==> src/rtl/core/constant_fraction_timing_unit_assert.svh <==
// Assertion macros for the constant fraction timing unit.
// Used by modules that check their own control logic; needs clock and reset in scope.
`ifndef CONSTANT_FRACTION_TIMING_UNIT_ASSERT_SVH
`define CONSTANT_FRACTION_TIMING_UNIT_ASSERT_SVH

// same-cycle implication
`define CFTU_ASSERT_IMP(lbl, ante, cons) \
   lbl: assert property (@(posedge clock) disable iff (reset) (ante) |-> (cons)) \
      else $error("cftu check failed");

// next-cycle implication
`define CFTU_ASSERT_NXT(lbl, ante, cons) \
   lbl: assert property (@(posedge clock) disable iff (reset) (ante) |=> (cons)) \
      else $error("cftu check failed");

`endif

==> src/rtl/core/cftu_pkg.sv <==
// Shared types and constants of the constant fraction timing unit.
// No dependencies.
package cftu_pkg;

   localparam int RecordMaxDefault = 1024;
   localparam int DelayMaxDefault  = 64;
   localparam int SW = 15;   // sample width after polarity handling (0..16384)

   typedef enum logic [2:0] {
      CSR_BASELINE  = 3'd0,
      CSR_THRESHOLD = 3'd1,
      CSR_DELAY     = 3'd2,
      CSR_ATTEN     = 3'd3,
      CSR_POLARITY  = 3'd4
   } csr_index_type;

   typedef enum logic [2:0] {
      BK_RUN,
      BK_EDGE_GO,
      BK_EDGE_WAIT,
      BK_CFD_GO,
      BK_CFD_WAIT,
      BK_SEND
   } back_state_type;

   typedef struct packed {
      logic [SW-1:0] smp;
      logic          last;
      logic          zero_delay;
      logic          use_delay;
      logic [SW-1:0] delayed;
   } item_type;

   typedef struct packed {
      logic [17:0]        cfd_time;
      logic               cfd_found;
      logic [17:0]        edge_time;
      logic               edge_found;
      logic               overflow;
      logic [13:0]        sample_min;
      logic signed [15:0] cfd_min;
      logic [14:0]        cfd_max;
      logic [9:0]         cfd_min_index;
      logic [9:0]         cfd_max_index;
   } rsp_type;

endpackage

==> src/rtl/core/cftu_front.sv <==
// Front end: polarity handling, delay memory and sample classification.
// Depends on cftu_pkg.
module cftu_front import cftu_pkg::*; #(
   parameter int RECORD_MAX = RecordMaxDefault,
   parameter int DELAY_MAX  = DelayMaxDefault,
   localparam int IW = $clog2(RECORD_MAX),
   localparam int PW = $clog2(DELAY_MAX),
   localparam int DW = $clog2(DELAY_MAX + 1)
) (
   input  logic          clock,
   input  logic          reset,
   input  logic          req_push,
   output logic          req_full,
   input  logic [13:0]   req_sample,
   input  logic          req_last,
   input  logic          pol,
   input  logic [DW-1:0] delay,
   output logic          q_push,
   input  logic          q_full,
   output item_type      q_item
);
   logic [SW-1:0] mem [DELAY_MAX];
   logic [IW-1:0] idx_ff, idx_in;
   logic [PW-1:0] wp_ff, wp_in, rd_addr;
   logic          v_ff, v_in;
   logic [SW-1:0] smp_ff, smp_cur;
   logic          last_ff, zd_ff, ud_ff;
   logic [SW-1:0] del_ff;
   logic          accept;

   assign req_full = v_ff && q_full;
   assign accept   = req_push && !req_full;
   assign smp_cur  = pol ? SW'(15'd16384 - {1'b0, req_sample}) : {1'b0, req_sample};

   always_comb begin
      if (32'(wp_ff) >= 32'(delay)) begin
         rd_addr = PW'(32'(wp_ff) - 32'(delay));
      end else begin
         rd_addr = PW'(32'(wp_ff) + DELAY_MAX - 32'(delay));
      end
      wp_in = (32'(wp_ff) == DELAY_MAX - 1) ? '0 : PW'(wp_ff + 1'b1);
      if (req_last) begin
         idx_in = '0;
      end else if (idx_ff < IW'(RECORD_MAX - 1)) begin
         idx_in = IW'(idx_ff + 1'b1);
      end else begin
         idx_in = idx_ff;
      end
      v_in = accept || (v_ff && q_full);
   end

   always_ff @(posedge clock) begin
      if (reset) begin
         v_ff   <= 1'b0;
         idx_ff <= '0;
         wp_ff  <= '0;
      end else begin
         v_ff <= v_in;
         if (accept) begin
            idx_ff <= idx_in;
            wp_ff  <= wp_in;
         end
      end
   end

   // memory: write the new sample, read the one delay beats back
   always_ff @(posedge clock) begin
      if (accept) begin
         mem[wp_ff] <= smp_cur;
         del_ff     <= mem[rd_addr];
         smp_ff     <= smp_cur;
         last_ff    <= req_last;
         zd_ff      <= (delay == '0);
         ud_ff      <= (32'(idx_ff) >= 32'(delay));
      end
   end

   assign q_push = v_ff;
   assign q_item = '{smp: smp_ff, last: last_ff, zero_delay: zd_ff, use_delay: ud_ff,
                     delayed: del_ff};
endmodule

==> src/rtl/core/cftu_queue.sv <==
// Two-entry queue between front and back ends.
// Depends on cftu_pkg.
module cftu_queue import cftu_pkg::*; (
   input  logic     clock,
   input  logic     reset,
   input  logic     push,
   output logic     full,
   input  item_type din,
   input  logic     pop,
   output logic     empty,
   output item_type dout
);
   item_type   mem_ff [2];
   logic       wp_ff, rp_ff;
   logic [1:0] cnt_ff, cnt_in;
   logic       do_push, do_pop;

   assign full    = cnt_ff == 2'd2;
   assign empty   = cnt_ff == 2'd0;
   assign do_push = push && !full;
   assign do_pop  = pop && !empty;
   assign dout    = mem_ff[rp_ff];

   always_comb begin
      cnt_in = cnt_ff;
      if (do_push && !do_pop) begin
         cnt_in = cnt_ff + 2'd1;
      end else if (do_pop && !do_push) begin
         cnt_in = cnt_ff - 2'd1;
      end
   end

   always_ff @(posedge clock) begin
      if (reset) begin
         wp_ff  <= 1'b0;
         rp_ff  <= 1'b0;
         cnt_ff <= '0;
      end else begin
         cnt_ff <= cnt_in;
         if (do_push) wp_ff <= ~wp_ff;
         if (do_pop)  rp_ff <= ~rp_ff;
      end
   end

   always_ff @(posedge clock) begin
      if (do_push) begin
         mem_ff[wp_ff] <= din;
      end
   end
endmodule

==> src/rtl/core/cftu_div.sv <==
// Restoring divider giving 8 fraction bits of num/den, num < den, one bit a cycle.
// Depends on cftu_pkg.
module cftu_div import cftu_pkg::*; (
   input  logic        clock,
   input  logic        reset,
   input  logic        start,
   input  logic [16:0] num,
   input  logic [16:0] den,
   output logic        busy,
   output logic [7:0]  quot
);
   logic [17:0] rem_ff, rem_in, shl;
   logic [16:0] den_ff;
   logic [7:0]  q_ff, q_in;
   logic [3:0]  cnt_ff, cnt_in;

   assign busy = cnt_ff != 4'd0;
   assign quot = q_ff;

   always_comb begin
      shl    = {rem_ff[16:0], 1'b0};
      rem_in = shl;
      q_in   = {q_ff[6:0], 1'b0};
      if (shl >= {1'b0, den_ff}) begin
         rem_in = shl - {1'b0, den_ff};
         q_in   = {q_ff[6:0], 1'b1};
      end
      cnt_in = cnt_ff - 4'd1;
   end

   always_ff @(posedge clock) begin
      if (reset) begin
         cnt_ff <= '0;
      end else if (start) begin
         cnt_ff <= 4'd8;
      end else if (busy) begin
         cnt_ff <= cnt_in;
      end
   end

   always_ff @(posedge clock) begin
      if (start) begin
         rem_ff <= {1'b0, num};
         den_ff <= den;
         q_ff   <= '0;
      end else if (busy) begin
         rem_ff <= rem_in;
         q_ff   <= q_in;
      end
   end
endmodule

==> src/rtl/core/cftu_back.sv <==
// Back end: CFD value, extremes, arming, crossings, record close and result register.
// Depends on cftu_pkg, cftu_div and constant_fraction_timing_unit_assert.svh.
module cftu_back import cftu_pkg::*; #(
   parameter int RECORD_MAX = RecordMaxDefault,
   localparam int IW = $clog2(RECORD_MAX)
) (
   input  logic          clock,
   input  logic          reset,
   input  logic          q_empty,
   input  item_type      q_item,
   output logic          q_pop,
   input  logic [SW-1:0] base,
   input  logic [13:0]   thr,
   input  logic [8:0]    atten,
   output logic          rsp_empty,
   input  logic          rsp_pop,
   output rsp_type       rsp
);
   back_state_type state_ff, state_in;

   logic [IW-1:0]      idx_ff, cross_idx_ff, edge_idx_ff, min_idx_ff, max_idx_ff;
   logic               armed_ff, cross_ff, edge_ff, edge_fen_ff, ovf_ff;
   logic signed [16:0] prev_cfd_ff, c0_ff, c1_ff;
   logic [SW-1:0]      prev_s_ff;
   logic [15:0]        edge_num_ff;
   logic [16:0]        edge_den_ff;
   logic [13:0]        smin_ff;
   logic signed [15:0] cmin_ff;
   logic [14:0]        cmax_ff;
   logic [7:0]         edge_frac_ff;
   logic               out_v_ff;
   rsp_type            out_ff, out_in;

   logic signed [15:0] d_sb, bs, inv;
   logic signed [25:0] prod;
   logic [25:0]        mag;
   logic [17:0]        rnd;
   logic signed [17:0] rterm, cfd_w;
   logic signed [16:0] cfd, lval;
   logic               arm_hit, edge_hit;
   logic               div_start, div_busy;
   logic [16:0]        div_num, div_den;
   logic [7:0]         div_q, cfd_frac;
   logic [IW-1:0]      idx_next;
   logic               send;

   assign d_sb  = $signed({1'b0, q_item.smp}) - $signed({1'b0, base});
   assign prod  = d_sb * $signed({1'b0, atten});
   assign mag   = prod[25] ? 26'(-prod) : prod;
   assign rnd   = 18'((mag + 26'd128) >> 8);
   assign rterm = prod[25] ? -$signed(rnd) : $signed(rnd);
   assign inv   = !q_item.use_delay ? 16'sd0 :
                  $signed({1'b0, base}) -
                  $signed({1'b0, q_item.zero_delay ? q_item.smp : q_item.delayed});
   assign cfd_w = rterm + 18'(inv);
   assign cfd   = cfd_w[16:0];

   assign bs       = $signed({1'b0, base}) - $signed({1'b0, q_item.smp});
   assign arm_hit  = bs > $signed({2'b0, thr});
   assign edge_hit = !edge_ff && idx_ff != '0 && arm_hit;
   assign lval     = $signed({3'b0, thr}) - $signed({2'b0, base}) + $signed({2'b0, prev_s_ff});
   assign idx_next = (idx_ff < IW'(RECORD_MAX - 1)) ? IW'(idx_ff + 1'b1) : idx_ff;

   assign q_pop     = state_ff == BK_RUN && !q_empty;
   assign rsp_empty = !out_v_ff;
   assign rsp       = out_ff;
   assign send      = state_ff == BK_SEND && !out_v_ff;

   always_comb begin
      div_start = 1'b0;
      div_num   = edge_fen_ff ? {1'b0, edge_num_ff} : '0;
      div_den   = edge_den_ff;
      state_in  = state_ff;
      unique case (state_ff)
         BK_RUN: begin
            if (q_pop && q_item.last) state_in = BK_EDGE_GO;
         end
         BK_EDGE_GO: begin
            div_start = 1'b1;
            state_in  = BK_EDGE_WAIT;
         end
         BK_EDGE_WAIT: begin
            if (!div_busy) state_in = BK_CFD_GO;
         end
         BK_CFD_GO: begin
            div_start = 1'b1;
            div_num   = 17'(-c0_ff);
            div_den   = 17'(c1_ff - c0_ff);
            state_in  = BK_CFD_WAIT;
         end
         BK_CFD_WAIT: begin
            if (!div_busy) state_in = BK_SEND;
         end
         BK_SEND: begin
            if (send) state_in = BK_RUN;
         end
         default: state_in = BK_RUN;
      endcase
   end

   cftu_div u_div (
      .clock (clock),
      .reset (reset),
      .start (div_start),
      .num   (div_num),
      .den   (div_den),
      .busy  (div_busy),
      .quot  (div_q)
   );

   always_comb begin
      cfd_frac          = c0_ff[16] ? div_q : 8'd0;
      out_in            = '0;
      out_in.cfd_found  = cross_ff;
      if (cross_ff && cross_idx_ff != '0) begin
         out_in.cfd_time = 18'((32'(IW'(cross_idx_ff - 1'b1)) << 8) | 32'(cfd_frac));
      end
      out_in.edge_found = edge_ff;
      if (edge_ff) begin
         out_in.edge_time = 18'((32'(IW'(edge_idx_ff - 1'b1)) << 8) | 32'(edge_frac_ff));
      end
      out_in.overflow      = ovf_ff;
      out_in.sample_min    = smin_ff;
      out_in.cfd_min       = cmin_ff;
      out_in.cfd_max       = cmax_ff;
      out_in.cfd_min_index = 10'(min_idx_ff);
      out_in.cfd_max_index = 10'(max_idx_ff);
   end

   always_ff @(posedge clock) begin
      if (reset) begin
         state_ff <= BK_RUN;
         out_v_ff <= 1'b0;
      end else begin
         state_ff <= state_in;
         if (send) begin
            out_v_ff <= 1'b1;
         end else if (rsp_pop) begin
            out_v_ff <= 1'b0;
         end
      end
   end

   always_ff @(posedge clock) begin
      if (send) out_ff <= out_in;
      if (state_ff == BK_EDGE_WAIT && !div_busy) begin
         edge_frac_ff <= edge_fen_ff ? div_q : 8'd0;
      end
   end

   // record state: clear on reset and after the result is loaded
   always_ff @(posedge clock) begin
      if (reset || send) begin
         idx_ff       <= '0;
         armed_ff     <= 1'b0;
         cross_ff     <= 1'b0;
         edge_ff      <= 1'b0;
         edge_fen_ff  <= 1'b0;
         ovf_ff       <= 1'b0;
         prev_cfd_ff  <= '0;
         c0_ff        <= '0;
         c1_ff        <= '0;
         cross_idx_ff <= '0;
         prev_s_ff    <= '0;
         edge_idx_ff  <= '0;
         edge_num_ff  <= '0;
         edge_den_ff  <= '0;
         smin_ff      <= 14'd16383;
         cmin_ff      <= '0;
         cmax_ff      <= '0;
         min_idx_ff   <= '0;
         max_idx_ff   <= '0;
      end else if (q_pop) begin
         if ({1'b0, q_item.smp} < {2'b0, smin_ff}) smin_ff <= q_item.smp[13:0];
         if (q_item.smp == '0) ovf_ff <= 1'b1;
         if (edge_hit) begin
            edge_ff     <= 1'b1;
            edge_idx_ff <= idx_ff;
            edge_fen_ff <= lval > 17'sd0;
            edge_num_ff <= lval[15:0];
            edge_den_ff <= 17'({1'b0, prev_s_ff} - {1'b0, q_item.smp});
         end
         if (arm_hit) armed_ff <= 1'b1;
         if (!cross_ff && (armed_ff || arm_hit) && cfd > 17'sd0) begin
            cross_ff     <= 1'b1;
            cross_idx_ff <= idx_ff;
            c0_ff        <= prev_cfd_ff;
            c1_ff        <= cfd;
         end
         if (cfd < 17'(cmin_ff)) begin
            cmin_ff    <= (cfd < -17'sd32768) ? -16'sd32768 : cfd[15:0];
            min_idx_ff <= idx_ff;
         end
         if (cfd > $signed({2'b0, cmax_ff})) begin
            cmax_ff    <= (cfd > 17'sd32767) ? 15'd32767 : cfd[14:0];
            max_idx_ff <= idx_ff;
         end
         prev_cfd_ff <= cfd;
         prev_s_ff   <= q_item.smp;
         idx_ff      <= idx_next;
      end
   end

   `include "constant_fraction_timing_unit_assert.svh"

   `CFTU_ASSERT_NXT(a_hold_result, out_v_ff && !rsp_pop, out_v_ff)
   `CFTU_ASSERT_IMP(a_div_idle_at_start, div_start, !div_busy)
   `CFTU_ASSERT_IMP(a_pop_only_running, q_pop, state_ff == BK_RUN)
   `CFTU_ASSERT_NXT(a_last_closes, q_pop && q_item.last, state_ff == BK_EDGE_GO)
endmodule

==> src/rtl/core/constant_fraction_timing_unit.sv <==
// Top level of the constant fraction timing unit: CSR file and front/queue/back wiring.
// Depends on cftu_pkg, cftu_front, cftu_queue, cftu_back.
//
//   channel  ports                      handshake
//   req      sample, last               push / full
//   rsp      cfd/edge times, extremes   empty / pop
//   csr      index, data                valid / ready (ready always high)
//
// The back end pops a queued sample whenever it runs; push stays open at one sample a cycle
// while it runs. Closing a record takes two 8-step divisions in the shared divider;
// push stalls once front stage and queue fill.
// The result register frees the back end only when the previous result is popped.
// Reset is synchronous; no clearing pass is needed.
module constant_fraction_timing_unit import cftu_pkg::*; #(
   parameter int RECORD_MAX = RecordMaxDefault,
   parameter int DELAY_MAX  = DelayMaxDefault
) (
   input  logic               clock,
   input  logic               reset,
   input  logic               req_push,
   output logic               req_full,
   input  logic [13:0]        req_sample,
   input  logic               req_last,
   output logic               rsp_empty,
   input  logic               rsp_pop,
   output logic [17:0]        rsp_cfd_time,
   output logic               rsp_cfd_found,
   output logic [17:0]        rsp_edge_time,
   output logic               rsp_edge_found,
   output logic               rsp_overflow,
   output logic [13:0]        rsp_sample_min,
   output logic signed [15:0] rsp_cfd_min,
   output logic [14:0]        rsp_cfd_max,
   output logic [9:0]         rsp_cfd_min_index,
   output logic [9:0]         rsp_cfd_max_index,
   input  logic               csr_valid,
   output logic               csr_ready,
   input  logic [2:0]         csr_index,
   input  logic [13:0]        csr_data
);
   localparam int DW = $clog2(DELAY_MAX + 1);

   logic [13:0]   base_ff, thr_ff;
   logic [5:0]    delay_ff;
   logic [8:0]    atten_ff;
   logic          pol_ff;
   logic [SW-1:0] base_eff;
   logic [DW-1:0] delay_eff;
   logic [8:0]    atten_eff;
   logic          q_push, q_full, q_pop, q_empty;
   item_type      q_din, q_dout;
   rsp_type       rsp;

   assign csr_ready = 1'b1;

   always_ff @(posedge clock) begin
      if (reset) begin
         base_ff  <= 14'd0;
         thr_ff   <= 14'd100;
         delay_ff <= 6'd4;
         atten_ff <= 9'd64;
         pol_ff   <= 1'b0;
      end else if (csr_valid) begin
         unique case (csr_index)
            CSR_BASELINE:  base_ff  <= csr_data;
            CSR_THRESHOLD: thr_ff   <= csr_data;
            CSR_DELAY:     delay_ff <= csr_data[5:0];
            CSR_ATTEN:     atten_ff <= csr_data[8:0];
            CSR_POLARITY:  pol_ff   <= csr_data[0];
            default: ;
         endcase
      end
   end

   assign base_eff  = pol_ff ? SW'(15'd16384 - {1'b0, base_ff}) : {1'b0, base_ff};
   assign delay_eff = (32'(delay_ff) > DELAY_MAX) ? DW'(DELAY_MAX) : DW'(delay_ff);
   assign atten_eff = (atten_ff > 9'd256) ? 9'd256 : atten_ff;

   cftu_front #(.RECORD_MAX(RECORD_MAX), .DELAY_MAX(DELAY_MAX)) u_front (
      .clock      (clock),
      .reset      (reset),
      .req_push   (req_push),
      .req_full   (req_full),
      .req_sample (req_sample),
      .req_last   (req_last),
      .pol        (pol_ff),
      .delay      (delay_eff),
      .q_push     (q_push),
      .q_full     (q_full),
      .q_item     (q_din)
   );

   cftu_queue u_queue (
      .clock (clock),
      .reset (reset),
      .push  (q_push),
      .full  (q_full),
      .din   (q_din),
      .pop   (q_pop),
      .empty (q_empty),
      .dout  (q_dout)
   );

   cftu_back #(.RECORD_MAX(RECORD_MAX)) u_back (
      .clock     (clock),
      .reset     (reset),
      .q_empty   (q_empty),
      .q_item    (q_dout),
      .q_pop     (q_pop),
      .base      (base_eff),
      .thr       (thr_ff),
      .atten     (atten_eff),
      .rsp_empty (rsp_empty),
      .rsp_pop   (rsp_pop),
      .rsp       (rsp)
   );

   assign rsp_cfd_time      = rsp.cfd_time;
   assign rsp_cfd_found     = rsp.cfd_found;
   assign rsp_edge_time     = rsp.edge_time;
   assign rsp_edge_found    = rsp.edge_found;
   assign rsp_overflow      = rsp.overflow;
   assign rsp_sample_min    = rsp.sample_min;
   assign rsp_cfd_min       = rsp.cfd_min;
   assign rsp_cfd_max       = rsp.cfd_max;
   assign rsp_cfd_min_index = rsp.cfd_min_index;
   assign rsp_cfd_max_index = rsp.cfd_max_index;
endmodule

==> config.mk <==
export PLATFORM = sky130hd
export DESIGN_NAME = constant_fraction_timing_unit
export DESIGN_NICKNAME = d
export VERILOG_FILES = /design/src/rtl/core/cftu_pkg.sv /design/src/rtl/core/cftu_front.sv /design/src/rtl/core/cftu_queue.sv /design/src/rtl/core/cftu_div.sv /design/src/rtl/core/cftu_back.sv /design/src/rtl/core/constant_fraction_timing_unit.sv
export VERILOG_INCLUDE_DIRS = /design/src /design/src/rtl/core
export SDC_FILE = /design/constraint.sdc
export NUM_CORES = 2
export LEC_CHECK = 0
export ABC_AREA = 1
export BUFFER_PORTS_ARGS = -buffer_cell sky130_fd_sc_hd__clkbuf_2
export CORE_MARGIN = 4
export CORE_UTILIZATION = 45
export CTS_CLUSTER_SIZE = 12
export DETAILED_ROUTE_END_ITERATION = 6
export GPL_TIMING_DRIVEN = 0
export HOLD_SLACK_MARGIN = 0.15
export PLACE_DENSITY = 0.7
export SLEW_MARGIN = 20
export SYNTH_ARGS = -nofsm -noshare
export SYNTH_HDL_FRONTEND = slang
export SYNTH_SLANG_ARGS = --single-unit
==> constraint.sdc <==
create_clock -name clock -period 12.75 [get_ports clock]
set_clock_uncertainty 0.1 [all_clocks]
set_input_delay 0.6375 -clock clock [delete_from_list [all_inputs] [get_ports clock]]
set_output_delay 0.6375 -clock clock [all_outputs]
set_load 0.02 [all_outputs]
==> flow_metrics.env <==
export IMPL_outcome="finished, violations left"
export IMPL_violations="negative setup slack"
export IMPL_dr_total_vias=56800
export IMPL_globalRouteMet3Util=0.0452
export IMPL_worstPathMaxFanout=6
export IMPL_min_from="csr_index[1]"
export IMPL_synth_edf_count=1205
export IMPL_synth_commonest_cells="edfxtp_1 (1,205), nor2_1 (965), o21ai_0 (820)"
export IMPL_ys_seq_area_frac=0.577
export IMPL_drcViolationCount=0
export IMPL_wire_per_inst_um=23.0
export IMPL_clockBufferDepth=3
export IMPL_avgSynthCellArea_um2=10.2
export IMPL_worst_ep_arrival_time_ns=13.37
export IMPL_track_usage=0.262
export IMPL_maxSlewViolCount=0
export IMPL_syn_inst=7087
export IMPL_reg2reg_depth=75
export IMPL_die_w_um=409
export IMPL_syn_cell_area_um2=72400
export IMPL_num_rows=146
export IMPL_drive_above_1_share=0.139
export IMPL_die_h_um=409
export IMPL_max_cap_violations=0
export IMPL_clock_latency_ns=0.81
export IMPL_max_slew_worst_pin_slew_ns=1.31
export IMPL_area_delta_synth_final_pct=18.5
export IMPL_crit_required_ns=13.32
export IMPL_antenna_left=0
export IMPL_layout_setup_ws_ns=-0.0566
export IMPL_finalCriticalPeriod_ns=12.81
export IMPL_gp_routability_congestion=0.979
export IMPL_cp_common_cell="nand2_2"
export IMPL_top_usage_layer="met2"
export IMPL_grt_start_max_net_pins=43
export IMPL_detail_route_vias_per_cell=5.76
export IMPL_clockRootBuffer="clkbuf_16"
export IMPL_ys_ff_latch=1485
export IMPL_hold_class="in2reg"
export IMPL_ys_types=66
export IMPL_grt_overflow=0
export IMPL_critPathCaptureType="flop"
export IMPL_yosys_warnings=0
export IMPL_rsz0062_at_grt="yes"
export IMPL_grt_pass1_vias=55000
export IMPL_synth_nets=7512
export IMPL_htreeDepth=4
export IMPL_die_area_um2=167000
export IMPL_synth_async_reset_ratio=0
export IMPL_antenna_found_initial=1
export IMPL_use_met1=0.335
export IMPL_fin_nets=8036
export IMPL_startpoint_type="flop"
export IMPL_slowest_stage="fa_1"
export IMPL_slowest_delay_ns=0.61
export IMPL_stdcell_count=9862
export IMPL_final_core_util=0.539
export IMPL_cts_tree="done"
export IMPL_slew_headroom=0.118
export IMPL_final_hold_viol_count=0
export IMPL_start_util=0.455
export IMPL_drt_pre_antenna_iters=6
export IMPL_holdPathStages=3
export IMPL_dp_cells=9456
export IMPL_yosys_area_top_type_share=0.500
export IMPL_synthFlopType="edfxtp_1"
export IMPL_synth_area_leaders="edfxtp_1 (50%), dfxtp_1 (7.7%), o21ai_0 (5.7%)"
export IMPL_clkTransAtPathRegs_ns=0.06
export IMPL_fmax_mhz=78.1
export IMPL_criticalPathCategory="reg2reg"
export IMPL_hold_ws_ns=0.205
export IMPL_grt_pass1_wl_mm=336
export IMPL_final_setup_viol_count=5
export IMPL_io_pins=144
export IMPL_dpl_hpwl_mm=164
export IMPL_wl_mm=227
export IMPL_finalCritPeriodShare=1.00
export IMPL_yosysTopAreaCell="edfxtp_1"
export IMPL_first_iter_violations=7159
export IMPL_io_buffer_count=141
export IMPL_core_um2=159000
export IMPL_synth_most_common_cell="edfxtp_1"
export IMPL_cts_sinks=1485
export IMPL_use_met2=0.438
export IMPL_numCtsBuffers=156
==> final timing paths <==
kind                          endpoint  slack (ns)
setup / recovery  u_back.min_idx_ff[8]       -0.06
hold / removal               thr_ff[5]        0.20
setup reg to reg  u_back.min_idx_ff[8]       -0.06
hold reg to reg         u_back.rsp[66]        0.33
==> through the flow <==
stage	instance area [um^2]	TNS, ns	setup WS (ns)
detailed placement	77600	-340.51	-4.07
finish	85800	-0.140	-0.0566
global placement	75800	-338.58	-3.99
CTS	84200	0	0.00401
floorplan	72400	0	0.00396
global route	85800	-13.73	-0.441
==> registers in the layout, summed over array words and instances, names as in the netlist, 16 cells and up, named ones only <==
signal	count
u_back.u_div.den_ff	17
u_back.rsp	104
u_back.prev_cfd_ff	17
u_back.edge_num_ff	16
u_back.edge_den_ff	16
u_front.mem	960
u_back.c1_ff	17
u_back.u_div.rem_ff	17
u_back.cmin_ff	16
u_back.c0_ff	17
u_queue.mem_ff	66
==> logic make-up after synthesis <==
kind of cell | share of synthesized area
adder cells (fa/ha/maj) | 0.0809
AO/OA/AOI/OAI | 0.138
multiplexers | 0.000415
other | 0.0000518
AND/OR/NAND/NOR | 0.127
flip-flops | 0.577
buffers and inverters | 0.0549
XOR/XNOR | 0.0214
==> routing by layer <==
layer / up-vias / routed length [um]
li1: 25800 / -
met1: 27400 / 87600
met2: 2949 / 108000
met3: 641 / 19600
met4: 0 / 11700
met5: - / 0
==> final cells by class <==
| type | count | area [um^2] |
|---|---|---|
| diodes | 1 | 2.50 |
| clock buffers | 209 | 4200 |
| repair buffers | 368 | 3350 |
| clock inverters | 53 | 541 |
| multi-input cells | 4573 | 29100 |
| well taps | 2146 | 2690 |
| plain buffers | 328 | 1490 |
| fillers | 13600 | 73300 |
| inverters | 699 | 2680 |
| flip-flops and latches | 1485 | 41800 |
==> cells in the final DEF (no fill, tap or decap), drive strengths merged, types with 5 or more instances in the layout <==
| master | n |
|---|---|
| nor2 | 974 |
| nor3b | 5 |
| dfxtp | 280 |
| or2 | 21 |
| buf | 245 |
| clkbuf | 633 |
| inv | 697 |
| o21ai | 849 |
| nor3 | 68 |
| clkinv | 47 |
| nand4 | 51 |
| nand2 | 832 |
| xnor2 | 45 |
| a211oi | 26 |
| fa | 132 |
| o221ai | 132 |
| ha | 256 |
| a21oi | 492 |
| o211ai | 25 |
| nor4 | 18 |
| dlygate4sd3 | 27 |
| xor2 | 128 |
| nand3 | 250 |
| edfxtp | 1205 |
| nand3b | 5 |
| o21a | 7 |
| o21bai | 27 |
| o22ai | 128 |
| a31oi | 51 |
==> critical path, delay by kind of cell, from the launching register on <==
kind | cells | cell delay (ns)
simple gates | 29 | 3.33
xor+xnor | 3 | 0.92
fa+ha+maj | 11 | 4.24
compound gates | 12 | 1.64
buf+inv | 20 | 1.98
flops | 1 | 0.41
==> what timing repair did <==
action	4_1_cts	5_1_grt
hold endpoints to repair	54	0
buffers inserted	61	54
hold buffers	27	0
resized for setup	261	288
cloned	1	1
pin swaps	57	141
setup endpoints to repair	112	98
Power is left out: the tool's default activity adds up to more than one toggle a clock period on the data nets, which glitch-free logic cannot reach.
